### src/sv/ptd_pkg.sv
package ptd_pkg;

	// opcodes of a request transaction
	localparam logic [1:0] OP_REG    = 2'd0;
	localparam logic [1:0] OP_ALL    = 2'd1;
	localparam logic [1:0] OP_BUDGET = 2'd2;

	// status codes of a result transaction
	localparam logic [1:0] ST_REGD = 2'd0;
	localparam logic [1:0] ST_FULL = 2'd1;
	localparam logic [1:0] ST_RUN  = 2'd2;
	localparam logic [1:0] ST_NONE = 2'd3;

	localparam logic [47:0] TIME_MAX   = 48'hFFFF_FFFF_FFFF;
	localparam logic [6:0]  RESULT_CAP = 7'd64;

	typedef struct packed {
		logic [1:0]  opcode;
		logic [47:0] now_ms;
		logic [31:0] interval_ms;
		logic [15:0] order_key;
		logic [6:0]  max_ops;
		logic        ordered_by_key;
	} req_item_t;

	typedef struct packed {
		logic [1:0] status;
		logic [3:0] task_slot;
		logic       last;
	} rsp_item_t;

	// controller to datapath
	typedef struct packed {
		logic load;
		logic reg_write;
		logic rd;
		logic all_hit;
		logic eval;
		logic run;
		logic fin;
	} dp_cmd_t;

	// datapath to controller
	typedef struct packed {
		logic [1:0] op;
		logic       scan_done;
		logic       hit;
		logic       found;
		logic       pend_v;
		logic       out_free;
		logic       budget_last;
	} dp_sts_t;

endpackage

### src/sv/periodic_task_dispatcher.sv
// Sequence: a registration goes through S_REG, which loads its result into the output
// register once that is free; a poll-all reads and checks each table slot (S_RD, S_EV), then
// finishes in S_FIN; a budgeted poll rescans the table before each task run (S_RUN) and
// finishes in S_FIN. Throughput: one request transaction at a time; the next is taken once
// the last result is loaded into the output register. The scan reads one slot at a time
// from the tables, and a held result stalls the scan while the output register is occupied.
// Reset: arst_n clears the task count, controller state and valid flags; table contents
// are left as they are and are written before they are ever read.
module periodic_task_dispatcher #(
	parameter int MAX_TASKS = 16
) (
	input  logic                clk,
	input  logic                arst_n,
	input  logic                req_valid,
	output logic                req_ready,
	input  ptd_pkg::req_item_t  req_data,
	output logic                rsp_valid,
	input  logic                rsp_ready,
	output ptd_pkg::rsp_item_t  rsp_data
);
	import ptd_pkg::*;

	dp_cmd_t cmd;
	dp_sts_t sts;

	ptd_ctrl u_ctrl (
		.clk        (clk),
		.arst_n     (arst_n),
		.req_valid  (req_valid),
		.req_ready  (req_ready),
		.req_opcode (req_data.opcode),
		.sts        (sts),
		.cmd        (cmd)
	);

	ptd_datapath #(
		.MAX_TASKS (MAX_TASKS)
	) u_datapath (
		.clk       (clk),
		.arst_n    (arst_n),
		.req_data  (req_data),
		.cmd       (cmd),
		.sts       (sts),
		.rsp_valid (rsp_valid),
		.rsp_ready (rsp_ready),
		.rsp_data  (rsp_data)
	);

	// no held run result may survive into idle
	a_idle_no_pend: assert property (@(posedge clk) disable iff (!arst_n)
		req_ready |-> !sts.pend_v)
		else $error("held run result left over at idle");

	// full and nothing-due results are single, final and carry slot zero
	a_single_result: assert property (@(posedge clk) disable iff (!arst_n)
		(rsp_valid && (rsp_data.status == ST_FULL || rsp_data.status == ST_NONE))
		|-> (rsp_data.last && rsp_data.task_slot == 4'd0))
		else $error("full or nothing-due result malformed");

	// a registration transaction is never followed by an immediate accept
	a_reg_busy: assert property (@(posedge clk) disable iff (!arst_n)
		(req_valid && req_ready && req_data.opcode == OP_REG) |=> !req_ready)
		else $error("accepted a request before registration result");

	// a registration result is always the final one of its transaction
	a_reg_slot: assert property (@(posedge clk) disable iff (!arst_n)
		(rsp_valid && rsp_data.status == ST_REGD) |-> rsp_data.last)
		else $error("registration result not final");

endmodule

### src/sv/ptd_datapath.sv
module ptd_datapath #(
	parameter int MAX_TASKS = 16
) (
	input  logic                clk,
	input  logic                arst_n,
	input  ptd_pkg::req_item_t  req_data,
	input  ptd_pkg::dp_cmd_t    cmd,
	output ptd_pkg::dp_sts_t    sts,
	output logic                rsp_valid,
	input  logic                rsp_ready,
	output ptd_pkg::rsp_item_t  rsp_data
);
	import ptd_pkg::*;

	localparam int SLOT_W = (MAX_TASKS > 1) ? $clog2(MAX_TASKS) : 1;
	localparam int CNT_W  = $clog2(MAX_TASKS + 1);

	// captured request
	logic [1:0]  op_q;
	logic [47:0] now_q;
	logic [31:0] interval_q;
	logic [15:0] key_q;
	logic        by_key_q;
	logic [6:0]  budget_q;
	logic [6:0]  n_q;

	logic [CNT_W-1:0]  count_q;
	logic [CNT_W-1:0]  idx_q;
	logic [SLOT_W-1:0] rd_slot_q;

	// task tables
	logic [31:0] period_mem [MAX_TASKS];
	logic [47:0] due_mem    [MAX_TASKS];
	logic [15:0] key_mem    [MAX_TASKS];

	logic [31:0] rd_period_q;
	logic [47:0] rd_due_q;
	logic [15:0] rd_key_q;

	// best pick of a budgeted scan
	logic              found_q;
	logic [SLOT_W-1:0] pick_slot_q;
	logic [15:0]       pick_key_q;
	logic [31:0]       pick_period_q;

	// held run result and output register
	logic       pend_v_q;
	logic [3:0] pend_slot_q;
	logic       out_v_q;
	rsp_item_t  out_q;

	logic        full;
	logic        hit;
	logic        better;
	logic        out_free;
	logic [6:0]  budget_in;
	logic [31:0] adv_period;
	logic [48:0] next_sum;
	logic [47:0] next_due;
	logic        due_we;
	logic [SLOT_W-1:0] due_waddr;
	logic [47:0] due_wdata;
	logic        emit;
	rsp_item_t   emit_item;

	assign full     = (count_q == CNT_W'(MAX_TASKS));
	assign hit      = (now_q >= rd_due_q);
	assign better   = hit && (!found_q || (by_key_q && (rd_key_q < pick_key_q)));
	assign out_free = !out_v_q || rsp_ready;

	// clamp the run budget to one through the result cap
	always_comb begin
		budget_in = req_data.max_ops;
		if (req_data.max_ops == 7'd0) begin
			budget_in = 7'd1;
		end else if (req_data.max_ops > RESULT_CAP) begin
			budget_in = RESULT_CAP;
		end
	end

	// next due time, saturated
	assign adv_period = cmd.run ? pick_period_q : rd_period_q;
	assign next_sum   = {1'b0, now_q} + {17'd0, adv_period};
	assign next_due   = next_sum[48] ? TIME_MAX : next_sum[47:0];

	// select the due time write
	always_comb begin
		due_we    = (cmd.reg_write && !full) || cmd.all_hit || cmd.run;
		due_waddr = count_q[SLOT_W-1:0];
		due_wdata = now_q;
		if (cmd.run) begin
			due_waddr = pick_slot_q;
			due_wdata = next_due;
		end else if (cmd.all_hit) begin
			due_waddr = rd_slot_q;
			due_wdata = next_due;
		end
	end

	// write and read the tables
	always_ff @(posedge clk) begin
		if (cmd.reg_write && !full) begin
			period_mem[count_q[SLOT_W-1:0]] <= interval_q;
			key_mem[count_q[SLOT_W-1:0]]    <= key_q;
		end
		if (due_we) begin
			due_mem[due_waddr] <= due_wdata;
		end
		if (cmd.rd) begin
			rd_period_q <= period_mem[idx_q[SLOT_W-1:0]];
			rd_due_q    <= due_mem[idx_q[SLOT_W-1:0]];
			rd_key_q    <= key_mem[idx_q[SLOT_W-1:0]];
		end
	end

	// pick the result transaction to push out
	always_comb begin
		emit      = 1'b0;
		emit_item = '0;
		if (cmd.reg_write) begin
			emit = 1'b1;
			if (full) begin
				emit_item = '{status: ST_FULL, task_slot: 4'd0, last: 1'b1};
			end else begin
				emit_item = '{status: ST_REGD, task_slot: 4'(count_q), last: 1'b1};
			end
		end else if ((cmd.all_hit || cmd.run) && pend_v_q) begin
			emit      = 1'b1;
			emit_item = '{status: ST_RUN, task_slot: pend_slot_q, last: 1'b0};
		end else if (cmd.fin) begin
			emit = 1'b1;
			if (pend_v_q) begin
				emit_item = '{status: ST_RUN, task_slot: pend_slot_q, last: 1'b1};
			end else begin
				emit_item = '{status: ST_NONE, task_slot: 4'd0, last: 1'b1};
			end
		end
	end

	// capture the request, best-pick payload, read and held slots and the result
	always_ff @(posedge clk) begin
		if (cmd.load) begin
			op_q       <= req_data.opcode;
			now_q      <= req_data.now_ms;
			interval_q <= req_data.interval_ms;
			key_q      <= req_data.order_key;
			by_key_q   <= req_data.ordered_by_key;
			budget_q   <= budget_in;
		end
		if (cmd.rd) begin
			rd_slot_q <= idx_q[SLOT_W-1:0];
		end
		if (cmd.eval && better) begin
			pick_slot_q   <= rd_slot_q;
			pick_key_q    <= rd_key_q;
			pick_period_q <= rd_period_q;
		end
		if (cmd.all_hit) begin
			pend_slot_q <= 4'(rd_slot_q);
		end else if (cmd.run) begin
			pend_slot_q <= 4'(pick_slot_q);
		end
		if (emit) begin
			out_q <= emit_item;
		end
	end

	// control state of the datapath
	always_ff @(posedge clk or negedge arst_n) begin
		if (!arst_n) begin
			count_q  <= '0;
			idx_q    <= '0;
			found_q  <= 1'b0;
			n_q      <= '0;
			pend_v_q <= 1'b0;
			out_v_q  <= 1'b0;
		end else begin
			if (cmd.load || cmd.run) begin
				idx_q   <= '0;
				found_q <= 1'b0;
			end else begin
				if (cmd.rd) begin
					idx_q <= idx_q + CNT_W'(1);
				end
				if (cmd.eval && better) begin
					found_q <= 1'b1;
				end
			end
			if (cmd.load) begin
				n_q <= '0;
			end else if (cmd.run) begin
				n_q <= n_q + 7'd1;
			end
			if (cmd.reg_write && !full) begin
				count_q <= count_q + CNT_W'(1);
			end
			if (cmd.load || cmd.fin) begin
				pend_v_q <= 1'b0;
			end else if (cmd.all_hit || cmd.run) begin
				pend_v_q <= 1'b1;
			end
			if (emit) begin
				out_v_q <= 1'b1;
			end else if (rsp_ready) begin
				out_v_q <= 1'b0;
			end
		end
	end

	assign sts.op          = op_q;
	assign sts.scan_done   = (idx_q == count_q);
	assign sts.hit         = hit;
	assign sts.found       = found_q;
	assign sts.pend_v      = pend_v_q;
	assign sts.out_free    = out_free;
	assign sts.budget_last = ((n_q + 7'd1) == budget_q);

	assign rsp_valid = out_v_q;
	assign rsp_data  = out_q;

endmodule

### src/sv/ptd_ctrl.sv
module ptd_ctrl (
	input  logic              clk,
	input  logic              arst_n,
	input  logic              req_valid,
	output logic              req_ready,
	input  logic [1:0]        req_opcode,
	input  ptd_pkg::dp_sts_t  sts,
	output ptd_pkg::dp_cmd_t  cmd
);
	import ptd_pkg::*;

	typedef enum logic [2:0] {
		S_IDLE,
		S_REG,
		S_RD,
		S_EV,
		S_RUN,
		S_FIN
	} state_t;

	state_t state_q;
	state_t state_nxt;

	// decode commands and next state
	always_comb begin
		cmd       = '0;
		state_nxt = state_q;
		req_ready = (state_q == S_IDLE);
		case (state_q)
			S_IDLE: begin
				if (req_valid) begin
					cmd.load = 1'b1;
					case (req_opcode)
						OP_REG:    state_nxt = S_REG;
						OP_ALL:    state_nxt = S_RD;
						OP_BUDGET: state_nxt = S_RD;
						default:   state_nxt = S_IDLE;
					endcase
				end
			end
			S_REG: begin
				if (sts.out_free) begin
					cmd.reg_write = 1'b1;
					state_nxt     = S_IDLE;
				end
			end
			S_RD: begin
				if (sts.scan_done) begin
					state_nxt = (sts.op == OP_ALL) ? S_FIN : S_RUN;
				end else begin
					cmd.rd    = 1'b1;
					state_nxt = S_EV;
				end
			end
			S_EV: begin
				if (sts.op == OP_ALL) begin
					if (!sts.hit) begin
						state_nxt = S_RD;
					end else if (!sts.pend_v || sts.out_free) begin
						cmd.all_hit = 1'b1;
						state_nxt   = S_RD;
					end
				end else begin
					cmd.eval  = 1'b1;
					state_nxt = S_RD;
				end
			end
			S_RUN: begin
				if (!sts.found) begin
					state_nxt = S_FIN;
				end else if (!sts.pend_v || sts.out_free) begin
					cmd.run   = 1'b1;
					state_nxt = sts.budget_last ? S_FIN : S_RD;
				end
			end
			S_FIN: begin
				if (sts.out_free) begin
					cmd.fin   = 1'b1;
					state_nxt = S_IDLE;
				end
			end
			default: begin
				state_nxt = S_IDLE;
			end
		endcase
	end

	// hold state
	always_ff @(posedge clk or negedge arst_n) begin
		if (!arst_n) begin
			state_q <= S_IDLE;
		end else begin
			state_q <= state_nxt;
		end
	end

endmodule

### config.mk
export PLATFORM = sky130hd
export DESIGN_NAME = periodic_task_dispatcher
export DESIGN_NICKNAME = d
export VERILOG_FILES = /design/src/sv/ptd_pkg.sv /design/src/sv/periodic_task_dispatcher.sv /design/src/sv/ptd_datapath.sv /design/src/sv/ptd_ctrl.sv
export SDC_FILE = /design/constraint.sdc
export NUM_CORES = 2
export LEC_CHECK = 0
export BUFFER_PORTS_ARGS = -buffer_cell sky130_fd_sc_hd__buf_2
export CORE_ASPECT_RATIO = 0.8
export CORE_MARGIN = 10
export CORE_UTILIZATION = 40
export DETAILED_ROUTE_END_ITERATION = 8
export SKIP_CTS_REPAIR_TIMING = 1
export SLEW_MARGIN = 40
export SYNTH_ARGS = -nofsm -noshare
export SYNTH_HDL_FRONTEND = slang
export SYNTH_SLANG_ARGS = --single-unit
### constraint.sdc
create_clock -name clk -period 9.65 [get_ports clk]
set_input_delay 1.93 -clock clk [delete_from_list [all_inputs] [get_ports clk]]
set_output_delay 1.93 -clock clk [all_outputs]
set_load 0.01 [all_outputs]
After elaboration in Yosys (flattened, before gate mapping)
Memory sizes are Yosys's and may differ from the RTL's. A register that Yosys moved wholly into a read port is not among the register bits.
Cells that the tools add are included.
{"block": "totals", "mem_count": 3, "ramBits": 1536, "word_cells": 134, "out_inout_bits": 9, "input_bits": 110, "ff_bits": 196}
{"block": "op_classes", "muxes": 57, "order_cmp": 3, "eq_ne": 15, "n_addsub": 4, "reduce_logical": 30}
{"name": "u_datapath.due_mem", "words": 16, "width": 48, "read_ports": 1, "rd_clocked_by_memory_dff": 1, "write_ports": 1, "line_no": "ptd_datapath.sv:33", "rtl": "logic [47:0] due_mem [MAX_TASKS];"}
{"name": "u_datapath.period_mem", "words": 16, "width": 32, "read_ports": 1, "rd_clocked_by_memory_dff": 1, "write_ports": 1, "line_no": "ptd_datapath.sv:32", "rtl": "logic [31:0] period_mem [MAX_TASKS];"}
{"name": "u_datapath.key_mem", "words": 16, "width": 16, "read_ports": 1, "rd_clocked_by_memory_dff": 1, "write_ports": 1, "line_no": "ptd_datapath.sv:34", "rtl": "logic [15:0] key_mem [MAX_TASKS];"}
{"cell": "2-to-1 mux 48 bit", "count": 3}
{"cell": "adder 48 x 32 -> 49 bit", "count": 1}
{"cell": ">= comparator 48 bit", "count": 1}
{"cell": "2-to-1 mux 7 bit", "count": 6}
{"cell": "2-to-1 mux 32 bit", "count": 1}
{"cell": "2-to-1 mux 1 bit", "count": 27}
{"cell": "2-to-1 mux 3 bit", "count": 9}
{"cell": "< comparator 16 bit", "count": 1}
{"cell": "2-to-1 mux 4 bit", "count": 4}
{"cell": "case mux 3 bit (5 select lines)", "count": 1}
{"cell": "2-to-1 mux 6 bit", "count": 2}
{"cell": "nonzero test 2 bit", "count": 6}
{"cell": "adder 5 x 1 -> 5 bit, second input constant", "count": 2}
{"cell": "2-to-1 mux 5 bit", "count": 2}
{"cell": "logical OR 1 bit", "count": 8}
{"cell": "adder 7 x 1 -> 7 bit, second input constant", "count": 1}
{"cell": "equality test 7 bit", "count": 1}
{"cell": "greater-than comparator 7 bit, second input constant", "count": 1}
{"cell": "logical NOT 7 bit", "count": 1}
{"cell": "equality test 3 x 2 -> 1 bit, second input constant", "count": 2}
{"cell": "equality test 3 bit, second input constant", "count": 2}
{"cell": "OR reduction 2 bit", "count": 3}
{"cell": "equality test 5 bit", "count": 1}
{"cell": "equality test 5 bit, second input constant", "count": 1}
{"cell": "other kinds (14)", "count": 22}

Longest topological paths before layout
{"block": "depth", "ltp_word": 12, "ltp_mapped": 22, "ltp_nobuf": 17}

Hierarchy
A second synthesis with hierarchy kept.
{"block": "unflattened", "cells_unflattened": 3284, "area_unflattened_um2": 71929.0}
{"mod": "ptd_datapath", "seq_area_each_um2": 54702.5, "area_each_um2": 71579.9, "instances": 1, "cells_per_inst": 3238}
{"mod": "ptd_ctrl", "seq_area_each_um2": 75.1, "area_each_um2": 349.1, "instances": 1, "cells_per_inst": 46}

Worst setup path after synthesis
No wires, ideal clock.
{"block": "synth_path", "kind": "input -> register", "start": "input port rsp_ready", "end": "memory u_datapath.due_mem[14][0] (enable)", "t_arrival_ns": 6.973, "path_stages": 8, "required_time_ns": 9.127, "setup_ns": 0.523, "path_buffers": 0, "setup_slack_ns": 2.154, "path_cell_list": "nor2b_1 -> nand2_1 -> nor3b_1 -> o2111ai_1 -> nand2_1 -> a21oi_1 -> o21ai_1 -> nor3b_1"}
{"block": "synth_via", "elab_chain_cells": 10, "elab_cells_between_ends": 17, "classes_between": "12 x mux; 5 x reduce/logical"}
{"item": "from (decl)", "line_no": "periodic_task_dispatcher.sv:18", "rtl": "input logic rsp_ready,"}
{"item": "logical OR 1 bit *", "line_no": "ptd_datapath.sv:69", "rtl": "assign out_free = !out_v_q || rsp_ready;"}
{"item": "logical OR 1 bit", "line_no": "ptd_ctrl.sv:59, ptd_ctrl.sv:71"}
{"item": "2-to-1 mux 1 bit", "line_no": "ptd_ctrl.sv:59, ptd_ctrl.sv:71"}
{"item": "2-to-1 mux 1 bit", "line_no": "ptd_ctrl.sv:57", "rtl": "if (!sts.hit) begin"}
{"item": "2-to-1 mux 1 bit", "line_no": "ptd_ctrl.sv:56", "rtl": "if (sts.op == OP_ALL) begin"}
{"item": "2-to-1 mux 2 bit", "line_no": "ptd_ctrl.sv:29", "rtl": "case (state_q)"}
{"item": "logical OR 1 bit (2 in a row)", "line_no": "ptd_datapath.sv:88", "rtl": "due_we = (cmd.reg_write && !full) || cmd.all_hit || cmd.run;"}
{"item": "2-to-1 mux 1 bit", "line_no": "ptd_datapath.sv:106", "rtl": "if (due_we) begin"}
{"item": "2-to-1 mux 1 bit (not written as such)", "line_no": "ptd_datapath.sv:107", "rtl": "due_mem[due_waddr] <= due_wdata;"}
{"item": "to (decl)", "line_no": "ptd_datapath.sv:33"}
Mark *: on every way between the ends. The rest lies on a longest branch, timed or not.

Final worst setup path
{"block": "layout_path", "start": "input port rsp_ready", "end": "memory u_datapath.due_mem[2][34] (data pin)"}
{"block": "layout_via", "elab_chain_cells": 10, "elab_cells_between_ends": 13, "classes_between": "1 x add/sub; 10 x mux; 2 x reduce/logical"}
{"item": "logical OR 1 bit *", "line_no": "ptd_datapath.sv:69"}
{"item": "logical OR 1 bit *", "line_no": "ptd_ctrl.sv:59, ptd_ctrl.sv:71"}
{"item": "2-to-1 mux 1 bit *", "line_no": "ptd_ctrl.sv:59, ptd_ctrl.sv:71"}
{"item": "2-to-1 mux 1 bit", "line_no": "ptd_ctrl.sv:69", "rtl": "if (!sts.found) begin"}
{"item": "2-to-1 mux 1 bit", "line_no": "ptd_ctrl.sv:29"}
{"item": "2-to-1 mux 32 bit", "line_no": "ptd_datapath.sv:82", "rtl": "assign adv_period = cmd.run ? pick_period_q : rd_period_q;"}
{"item": "adder 48 x 32 -> 49 bit", "line_no": "ptd_datapath.sv:83", "rtl": "assign next_sum = {1'b0, now_q} + {17'd0, adv_period};"}
{"item": "2-to-1 mux 48 bit", "line_no": "ptd_datapath.sv:84", "rtl": "assign next_due = next_sum[48] ? TIME_MAX : next_sum[47:0];"}
{"item": "2-to-1 mux 48 bit", "line_no": "ptd_datapath.sv:94", "rtl": "end else if (cmd.all_hit) begin"}
{"item": "2-to-1 mux 48 bit *", "line_no": "ptd_datapath.sv:91", "rtl": "if (cmd.run) begin"}
{"item": "net u_datapath.due_wdata[34]", "line_no": "ptd_datapath.sv:62", "rtl": "logic [47:0] due_wdata;"}
Mark *: on every way through the listed nets, which the timed path passes. The rest lies on a longest branch.

==> results.toml <==
[critical_path]
endpoint_kind = "flop"
worstPathRequired_ns = 10.08
critPathMaxFanout = 29
timing.rr.end = "u_datapath.due_mem[2][17]$_DFFE_PP_"
cp-endpoint = "u_datapath.due_mem[2][34]$_DFFE_PP_"
worst-setup-path-type = "in -> reg"
r2r_start = "u_datapath.now_q[27]$_DFFE_PP_"
reg2regPathDepth = 11
rrSetupSlack_ns = 3.97
start_kind = "input port"
crit_start = "rsp_ready"
cp.arrival_ns = 6.60

[final_layout]
antenna_cells = 0
final_nets = 3817
syn2layout_area_growth_pct = 14.1
drive_gt1_frac = 0.274
fillCellCount = 14900

[power_and_ir_drop]
finalPower_uw = 23900
ir_drop_mv = 0.295
power.density_mw_per_mm2 = 291
power_leakage_uw = 0.0263

[grt]
grt_pass1_vias = 35100
grt_max_degree = 94
grt_pass1_wl_um = 251000
grt-ovfl-total = 0
grt_use_total = 0.173
antenna_found_initial = 8

[sta]
tns_ns = 0
relSlewSlack = 0.434
finalSetupViolations = 0
fin_worst_skew_ns = 0.0273
drv_slew = 0
period_minus_slack_ns = 6.17
worstMarginPinSlew_ns = 0.849
period_share = 0.639
max_freq_ghz = 0.162
finalHoldViolations = 0
rsz0062_at_grt = "false"

[route]
drt_iter0_drc = 4002
drc_errors = 0
wire_per_inst_um = 28.1
drtPass1Iterations = 5
via_per_inst = 5.55
ant_nets = 0
routed_wl_um = 172000
via_count = 34100

[synthesis]
syn_nets = 3579
yosysTopAreaCellShare = 0.753
synth_common_cells = "edfxtp_1 (1,805), mux4_2 (480), nand2_1 (161)"
synth_area_leader_cell = "edfxtp_1"
synth_seq_cells = 1828
async_reset_ff_frac = 0.0126
syn-cell-area_sq_mm = 0.0720
synth_area_leaders = "edfxtp_1 (75%), mux4_2 (15%), ha_1 (1.8%)"
synth_edf_count = 1805
synth.most_common_cell = "edfxtp_1"
yosysWarnings = 0
synth_flop_cell = "edfxtp_1"
avgSynthCellArea_sq_um = 21.4
syn_inst = 3363
synth_cell_types = 81
ys_seq_area_frac = 0.761

[floorplan]
num_io_pins = 119
initial_utilization = 0.402
dieArea_sq_mm = 0.197
die_y_um = 399
fp.dieW_um = 494
core-area_sq_mm = 0.179
rows = 139

[clock_network]
cts_sinks = 1828
cts_buffers = 178
cts_max_path_buffers = 3
h-tree-depth = 4
cts_tree = "yes"
clockRootBuffer = "clkbuf_16"
path_clk_slew_ns = 0.06
clock_latency_ns = 0.80

[placed_design]
gp_congestion = 0.807
port_buffers = 118
dp_hpwl_um = 96600

[status]
status = "complete, no violations"

[run]
drv_cap = 0

[hold_path]
hold_class = "reg -> reg"
-- layer usage --
metal	vias up	track usage	wire, um
met1	18200	0.247	74800
li1	14500	-	-
met5	-	0	56
met2	1221	0.278	82400
met4	10	0.0441	3920
met3	242	0.0309	11300
-- critical path, cell delays in order --
cell and delay (ns):
buf_2 0.10, nor2b_1 0.18, nand2_1 0.17, and4_2 0.40, buf_4 0.29, nand2_1 0.11
nand2_1 0.06, ha_1 0.36, o21a_2 0.17, o31a_4 0.15, o2111ai_2 0.12, and3_1 0.20
or3_1 0.52, a211oi_2 0.62, o21ai_0 0.29, nor3_1 0.49, a31oi_2 0.39
-- registers in the layout (all words and copies together), names as in the netlist, 7 cells and up --
| signal | flops |
|---|---|
| u_datapath.period_mem | 512 |
| u_datapath.rsp_data | 7 |
| u_datapath.pick_period_q | 32 |
| u_datapath.n_q | 7 |
| u_datapath.interval_q | 32 |
| u_datapath.key_q | 16 |
| u_datapath.key_mem | 256 |
| u_datapath.rd_key_q | 16 |
| u_datapath.rd_due_q | 48 |
| u_datapath.now_q | 48 |
| u_datapath.pick_key_q | 16 |
| u_datapath.budget_q | 7 |
| u_datapath.rd_period_q | 32 |
| u_datapath.due_mem | 768 |
-- worst min path at each step --
stage | startpoint | endpoint | slack [ns] | cells past startpoint
2_1_floorplan | u_datapath.rd_key_q[0]$_DFFE_PP_ | u_datapath.pick_key_q[0]$_DFFE_PP_ | 0.42 | 0
3_3_place_gp | u_datapath.rd_slot_q[2]$_DFFE_PP_ | u_datapath.pick_slot_q[2]$_DFFE_PP_ | 0.42 | 0
3_5_place_dp | u_datapath.rd_key_q[0]$_DFFE_PP_ | u_datapath.pick_key_q[0]$_DFFE_PP_ | 0.44 | 0
4_1_cts | u_datapath.rd_key_q[3]$_DFFE_PP_ | u_datapath.pick_key_q[3]$_DFFE_PP_ | 0.46 | 0
5_1_grt | u_datapath.rd_slot_q[2]$_DFFE_PP_ | u_datapath.pick_slot_q[2]$_DFFE_PP_ | 0.47 | 0
6_report | u_datapath.rd_key_q[10]$_DFFE_PP_ | u_datapath.pick_key_q[10]$_DFFE_PP_ | 0.46 | 0
-- where the power goes --
| part | switching [uW] | leakage (uW) | internal [uW] |
|---|---|---|---|
| Clock | 2950 | 0.00274 | 3870 |
| Sequential | 609 | 0.0166 | 10200 |
| Combinational | 3500 | 0.00690 | 2770 |
| Total | 7060 | 0.0263 | 16800 |
-- through the flow --
step                std cells  hold WS (ns)  worst slack [ns]  cell area (sq um)  utilization
finish                   6148         0.457              3.48              82100        0.458
global route             6148         0.468              3.10              82100        0.458
CTS                      6144         0.462              3.54              82000        0.458
detailed placement       5814         0.439              2.71              76300        0.426
global placement         5792         0.424              1.87              75700        0.422
floorplan                3363         0.417              2.15              72000            -
-- cells by family (layout without fill, tap and decap cells) --
logic type,Yosys count,in the layout,share of synthesized area
AOI/OAI and AO/OA,251,251,0.0230
xor gates and xnor gates,51,51,0.00621
DFF,1828,1828,0.761
and+or+nand+nor,408,408,0.0273
adders and majority gates,106,106,0.0185
buffers and inverters,229,617,0.0123
muxes,490,490,0.152
-- area by class of cell --
type | instances | area, sq um | share of cell area
clock buffer | 226 | 4720 | 0.0575
clock inverter | 104 | 943 | 0.0115
inverter | 85 | 319 | 0.00389
multi-input combinational | 1306 | 16700 | 0.203
sequential | 1828 | 54800 | 0.667
tap | 2397 | 3000 | 0.0365
timing repair buffer | 202 | 1650 | 0.0201
-- placed cells by master (no fill, tap or decap), types with 29 or more instances in the layout --
master / count
clkbuf_16: 182
clkinv_1: 44
edfxtp_1: 1805
mux4_2: 480
a21o_1: 37
nand2_1: 161
clkbuf_1: 44
ha_1: 105
o21ai_0: 34
xor2_1: 29
inv_1: 85
buf_2: 119
buf_4: 41
a21oi_1: 53
nor2_1: 69
nand3_1: 35
a21oi_2: 30
Power figures use the tool's default switching activity.
